### config.mk
export PLATFORM = sky130hd
export DESIGN_NAME = sorted_list_table_unit
export DESIGN_NICKNAME = d
export VERILOG_FILES = /design/src/sv/slt_pkg.sv /design/src/sv/slt_cell.sv /design/src/sv/sorted_list_table_unit.sv
export SDC_FILE = /design/constraint.sdc
export NUM_CORES = 2
export LEC_CHECK = 0
export BUFFER_PORTS_ARGS = -buffer_cell sky130_fd_sc_hd__buf_2
export CAP_MARGIN = 20
export CORE_UTILIZATION = 45
export CTS_BUF_LIST = sky130_fd_sc_hd__clkbuf_4
export CTS_CLUSTER_DIAMETER = 150
export DETAILED_ROUTE_END_ITERATION = 16
export GPL_TIMING_DRIVEN = 0
export PLACE_DENSITY_LB_ADDON = 0.25
export SLEW_MARGIN = 20
export SYNTH_ARGS = -nofsm -noshare
export SYNTH_HDL_FRONTEND = slang
export SYNTH_HIERARCHICAL = 1
export SYNTH_SLANG_ARGS = --single-unit
### constraint.sdc
create_clock -name clk -period 7.9 [get_ports clk]
set_clock_uncertainty 0.15 [all_clocks]
set_input_delay 1.58 -clock clk [delete_from_list [all_inputs] [get_ports clk]]
set_output_delay 1.58 -clock clk [all_outputs]
set_load 0.01 [all_outputs]
### src/sv/slt_pkg.sv
// shared types and constants for the sorted list table
package slt_pkg;

    localparam int CAPACITY = 16;
    localparam int VAL_W    = 32;
    localparam int CNT_W    = $clog2(CAPACITY + 1);
    localparam int CNT_OUT_W = 5;

    typedef enum logic [1:0] {
        REQ_SEARCH = 2'd0,
        REQ_INSERT = 2'd1,
        REQ_REMOVE = 2'd2,
        REQ_CLEAR  = 2'd3
    } req_t;

    typedef enum logic [1:0] {
        ST_OK       = 2'd0,
        ST_FULL     = 2'd1,
        ST_NOTFOUND = 2'd2,
        ST_UNUSED   = 2'd3
    } status_t;

    // broadcast control from the top level to every cell
    typedef struct packed {
        logic                    ins;
        logic                    rem;
        logic signed [VAL_W-1:0] value;
    } slt_ctrl_t;

endpackage

### src/sv/slt_cell.sv
// one cell of the sorted chain: holds one entry and shifts with its neighbors
module slt_cell
    import slt_pkg::*;
(
    input  logic                    clk,
    input  slt_ctrl_t               ctrl,
    input  logic                    occ,
    input  logic                    prev_lt,
    input  logic signed [VAL_W-1:0] prev_entry,
    input  logic signed [VAL_W-1:0] next_entry,
    output logic                    lt,
    output logic                    hit,
    output logic signed [VAL_W-1:0] entry
);

    logic signed [VAL_W-1:0] entry_reg;
    logic signed [VAL_W-1:0] entry_next;
    logic                    boundary;

    // compare against the broadcast value
    assign lt       = occ & (entry_reg < ctrl.value);
    assign boundary = ~lt & prev_lt;
    assign hit      = boundary & occ & (entry_reg == ctrl.value);
    assign entry    = entry_reg;

    // insert opens a gap at the boundary, remove closes one from the right
    always_comb
    begin
        entry_next = entry_reg;
        if (ctrl.ins && !lt)
        begin
            entry_next = prev_lt ? ctrl.value : prev_entry;
        end
        else if (ctrl.rem && !lt)
        begin
            entry_next = next_entry;
        end
    end

    always_ff @(posedge clk)
    begin
        entry_reg <= entry_next;
    end

endmodule

### src/sv/sorted_list_table_unit.sv
// sorted list table: a row of compare-and-shift cells with a shared entry count
// latency: the result strobe done is high in the cycle after start is taken
// throughput: one request per cycle; busy is held low, every cell compares and
// shifts in the same cycle, limited by the broadcast compare and the hit reduction
// reset: rst_n clears the entry count and the result strobe; entry contents are
// left as they are and only positions below the count are ever read
module sorted_list_table_unit
    import slt_pkg::*;
(
    input  logic                    clk,
    input  logic                    rst_n,
    input  logic                    start,
    output logic                    busy,
    input  logic [1:0]              req_type,
    input  logic signed [VAL_W-1:0] value,
    output logic                    done,
    output logic                    found,
    output logic [1:0]              status,
    output logic [CNT_OUT_W-1:0]    count,
    output logic                    empty_res
);

    logic [CNT_W-1:0]        count_reg;
    logic [CNT_W-1:0]        count_next;
    logic                    done_reg;
    logic                    found_reg;
    logic                    found_next;
    status_t                 status_reg;
    status_t                 status_next;

    logic                    accept;
    req_t                    req;
    logic                    full;
    logic                    any_hit;
    slt_ctrl_t               ctrl;

    logic [CAPACITY-1:0]     occ;
    logic [CAPACITY-1:0]     lt_vec;
    logic [CAPACITY-1:0]     hit_vec;
    logic signed [VAL_W-1:0] entry_vec [CAPACITY];

    // request decode
    assign busy    = 1'b0;
    assign accept  = start & ~busy;
    assign req     = req_t'(req_type);
    assign full    = (count_reg == CNT_W'(CAPACITY));
    assign any_hit = |hit_vec;

    assign ctrl.ins   = accept && (req == REQ_INSERT) && !full;
    assign ctrl.rem   = accept && (req == REQ_REMOVE) && any_hit;
    assign ctrl.value = value;

    // chain of cells
    genvar gi;
    generate
        for (gi = 0; gi < CAPACITY; gi++)
        begin : g_cell
            assign occ[gi] = (CNT_W'(gi) < count_reg);

            if (gi == 0)
            begin : g_head
                slt_cell u_cell (
                    .clk        (clk),
                    .ctrl       (ctrl),
                    .occ        (occ[gi]),
                    .prev_lt    (1'b1),
                    .prev_entry (value),
                    .next_entry (entry_vec[gi+1]),
                    .lt         (lt_vec[gi]),
                    .hit        (hit_vec[gi]),
                    .entry      (entry_vec[gi])
                );
            end
            else if (gi == CAPACITY - 1)
            begin : g_tail
                slt_cell u_cell (
                    .clk        (clk),
                    .ctrl       (ctrl),
                    .occ        (occ[gi]),
                    .prev_lt    (lt_vec[gi-1]),
                    .prev_entry (entry_vec[gi-1]),
                    .next_entry (entry_vec[gi]),
                    .lt         (lt_vec[gi]),
                    .hit        (hit_vec[gi]),
                    .entry      (entry_vec[gi])
                );
            end
            else
            begin : g_mid
                slt_cell u_cell (
                    .clk        (clk),
                    .ctrl       (ctrl),
                    .occ        (occ[gi]),
                    .prev_lt    (lt_vec[gi-1]),
                    .prev_entry (entry_vec[gi-1]),
                    .next_entry (entry_vec[gi+1]),
                    .lt         (lt_vec[gi]),
                    .hit        (hit_vec[gi]),
                    .entry      (entry_vec[gi])
                );
            end
        end
    endgenerate

    // next count and result fields
    always_comb
    begin
        count_next  = count_reg;
        found_next  = 1'b0;
        status_next = ST_OK;
        unique case (req)
            REQ_SEARCH:
            begin
                found_next = any_hit;
            end
            REQ_INSERT:
            begin
                if (full)
                    status_next = ST_FULL;
                else
                    count_next = count_reg + CNT_W'(1);
            end
            REQ_REMOVE:
            begin
                if (any_hit)
                begin
                    found_next = 1'b1;
                    count_next = count_reg - CNT_W'(1);
                end
                else
                begin
                    status_next = ST_NOTFOUND;
                end
            end
            REQ_CLEAR:
            begin
                count_next = '0;
            end
            default:
            begin
                count_next = count_reg;
            end
        endcase
    end

    // control state
    always_ff @(posedge clk or negedge rst_n)
    begin
        if (!rst_n)
        begin
            count_reg <= '0;
            done_reg  <= 1'b0;
        end
        else
        begin
            done_reg <= accept;
            if (accept)
                count_reg <= count_next;
        end
    end

    // result payload
    always_ff @(posedge clk)
    begin
        if (accept)
        begin
            found_reg  <= found_next;
            status_reg <= status_next;
        end
    end

    // result transfer
    assign done      = done_reg;
    assign found     = found_reg;
    assign status    = status_reg;
    assign count     = CNT_OUT_W'(count_reg);
    assign empty_res = (count_reg == '0);

    // checks
    a_count_bound: assert property (@(posedge clk) disable iff (!rst_n)
        count_reg <= CNT_W'(CAPACITY))
        else $error("entry count above capacity");

    a_done_follows: assert property (@(posedge clk) disable iff (!rst_n)
        accept |=> done)
        else $error("missing result strobe after transfer");

    a_full_status: assert property (@(posedge clk) disable iff (!rst_n)
        (done && status_reg == ST_FULL) |-> (count_reg == CNT_W'(CAPACITY)))
        else $error("full status with room left");

    a_found_ok: assert property (@(posedge clk) disable iff (!rst_n)
        (done && found_reg) |-> (status_reg == ST_OK))
        else $error("found with error status");

    a_clear: assert property (@(posedge clk) disable iff (!rst_n)
        (accept && req == REQ_CLEAR) |=> (count_reg == '0))
        else $error("clear left entries");

endmodule

==> results.ini <==
[setup_path]
arrival_ps = 8340
reg2reg_slack_ps = 910
r2r_start = count[4]$_DFFE_PN0P_
crit_required_ps = 8480
worstRegToRegCells = 19
critPathLaunch = value[31]
crit_path_top_delay_cell = nor4_1
cp_slowest_stage_delay_ps = 1090
criticalPathCategory = in -> reg
path_delay_family = simple AND/OR/NAND/NOR gates
critical_path_depth = 21
end_kind = flop
cp_max_fo = 33
cp_num_buf_inv = 5
r2r-end = g_cell[2].g_mid.u_cell/entry[28]$_DFFE_PP_
cp-endpoint = g_cell[2].g_mid.u_cell/entry[28]$_DFFE_PP_
crit_chain = buf_2, inv_1, ha_1, nand4_2, nor3_2, nand2_1, or4_4, o211ai_2, mux2i_1, clkbuf_1, clkbuf_1, nand4_1, nor2_1, nand3_1, nor3_1, nor4_1, nand4_1, and3_2, nor2_1, nor2_4, buf_16
setup.worst_path.start_class = primary input

[layout]
fin_util_pct = 50.10
syn2layout_area_growth_pct = 9.649
fillers = 8813
num-nets-final = 4553
layout-drive-gt1-share_pct = 36.20
seqCellArea_um2 = 15620
multiInputGateArea_um2 = 26400
stdcell_count = 5389
largest_reg_flops = 448

[cts]
clkLatencyLatePin_ps = 1010
root_buffer = clkbuf_4
clock_sinks = 521
cts_max_level = 4
cts_tree = yes
clock_path_buffers = 3
ctsHoldBuffers = 0
cts_made_buffers = 155
clk_pin_slew_ps = 60

[grt]
grt_pass1_wl_um = 163900
grt_overflow_total = 0
grt_max_degree = 34
grt_pass1_vias = 30050
grt_util_all_layers_pct = 20.63
antenna_found_initial = 2

[sta]
rsz0062_at_grt = false
slew_violations = 0
fmax_ghz = 0.1289
whs_ps = 249.6
finalCritPeriodShare_pct = 98.23
setup_tns_ps = 0
finalSetupViolations = 0
relSlewSlack_pct = 13.57
finalHoldViolations = 0
min_period_ps = 7760
worst_pin_slew_ps = 1285

[pwr]
p_leak_nw = 21.47
cellPowerDensity_nw_per_um2 = 192.4
ir_drop_uv = 130.1
power_mw = 9.527

[drt]
drt_first_iter_violations = 1362
dr.pass1.iters = 7
vias_per_cell = 5.269
vias = 28390
drc_errors = 0
routed_wl_um = 104100
drtAntennaViolNets = 0
wire_per_inst_um = 19.32

[yosys]
synth_area_leaders = edfxtp_1 34%, mux2_4 16%, ha_1 14%
yosys.area.top_type = edfxtp_1
synthesis.area_um2 = 45160
yosys_warnings = 6
synthFlopType = edfxtp_1
synth_seq_area_share_pct = 34.57
synth_top_area_share_pct = 34.24
syn_area_per_cell_um2 = 11.96
yosysUniqueCellTypes = 63
synth_common_cells = 544 x mux2_2, 536 x inv_1, 519 x ha_1, 515 x edfxtp_1, 481 x mux2_4
synth_seq_cells = 521
syn_nets = 4332
async_flop_share_pct = 1.152
syn_inst = 3776
synth_edf_count = 515
yosysMostFrequentCell = mux2_2

[placement]
io_buffer_count = 46
dp_cells = 5127
dp_hpwl_um = 85550
place.gp.congestion = 0.8694

[floorplanning]
ioPinCount = 48
die_h_um = 318.8
num_rows = 115
dieWidth_um = 318.8
start_util_pct = 45.69
die-area_um2 = 101600
coreArea_um2 = 98850

[worst_hold_path]
worst_hold_path_type = in -> async

[status]
status = finished, final reports clean

[run]
max-cap-violations = 0

[logic make-up (layout without fill, tap and decap cells)]
| group | count (synthesis) | after routing | share of synthesized area (%) |
|---|---|---|---|
| buffers and inverters | 658 | 979 | 7.267 |
| multiplexers | 1041 | 1041 | 29.91 |
| XOR/XNOR | 1 | 1 | 0.01940 |
| flip-flops | 521 | 521 | 34.57 |
| AND/OR/NAND/NOR | 558 | 558 | 6.793 |
| other | 2 | 7 | 0.01663 |
| adder cells (fa/ha/maj) | 519 | 519 | 14.38 |
| AO/OA/AOI/OAI | 476 | 476 | 7.042 |
[placed cells by master, fill, tap and decap left out, drive strengths merged, types with 5 or more instances in the layout]
master  instances
and2           15
a221o          17
nor4            6
a211oi         31
nor2b          17
o21ai          68
edfxtp        515
and3b          15
nand2         139
mux2i          16
clkbuf        293
dfrtp           6
nor2          109
a21o           37
a21oi         242
buf           119
or4            15
o211ai         48
nand2b         20
nand3          65
mux2         1025
clkinv         25
nand4         115
nor3           34
inv           539
diode           5
o211a          15
ha            519
[power by group]
group	total [mW]	switching, mW	leakage, nW	internal (mW)
Combinational	3.50	1.73	15.5	1.77
Sequential	3.42	0.117	4.79	3.31
Clock	2.60	1.22	1.13	1.39
[repair_timing]
item	4_1_cts	5_1_grt
resized for setup	1	6
setup endpoints to repair	320	320
buffers inserted	0	0
[stage by stage]
step,setup WS [ps],cell area (um^2)
global route,31.21,49520
floorplan,825.5,45160
CTS,220.4,49510
finish,139.6,49520
global placement,-2656,47000
detailed placement,-1233,47610
[metal layers]
metal | wire [um] | share of wire, % | vias to the layer above | GRT usage [%]
met5 | 0 | 0 | - | 0
met4 | 3818 | 3.7 | 0 | 8.846
met3 | 2797 | 2.7 | 195 | 2.731
met2 | 50220 | 48 | 435 | 35.45
met1 | 47310 | 45 | 13310 | 25.87
li1 | - | - | 14450 | -
[worst min path at each step]
stage	from	endpoint	slack (ps)	depth (start not counted)
floorplan	g_cell[15].g_tail.u_cell/entry[0]$_DFFE_PP_	g_cell[14].g_mid.u_cell/entry[0]$_DFFE_PP_	420	1
global placement	g_cell[12].g_mid.u_cell/entry[7]$_DFFE_PP_	g_cell[11].g_mid.u_cell/entry[7]$_DFFE_PP_	450	1
detailed placement	g_cell[5].g_mid.u_cell/entry[0]$_DFFE_PP_	g_cell[4].g_mid.u_cell/entry[0]$_DFFE_PP_	450	1
CTS	rst_n	count[0]$_DFFE_PN0P_	110	1
global route	rst_n	count[0]$_DFFE_PN0P_	140	1
finish	rst_n	count[0]$_DFFE_PN0P_	250	1
[cell type report]
cell class	count	area share [%]
Clock buffer	226	3.426
Inverter	536	4.063
Buffer	122	2.572
Tap cell	1287	3.252
Sequential cell	521	31.53
Clock inverter	31	0.3941
Multi-Input combinational cell	2597	53.30
Antenna cell	5	0.02527
Timing Repair Buffer	64	1.435
No activity file was read; power rests on OpenSTA's default activity.
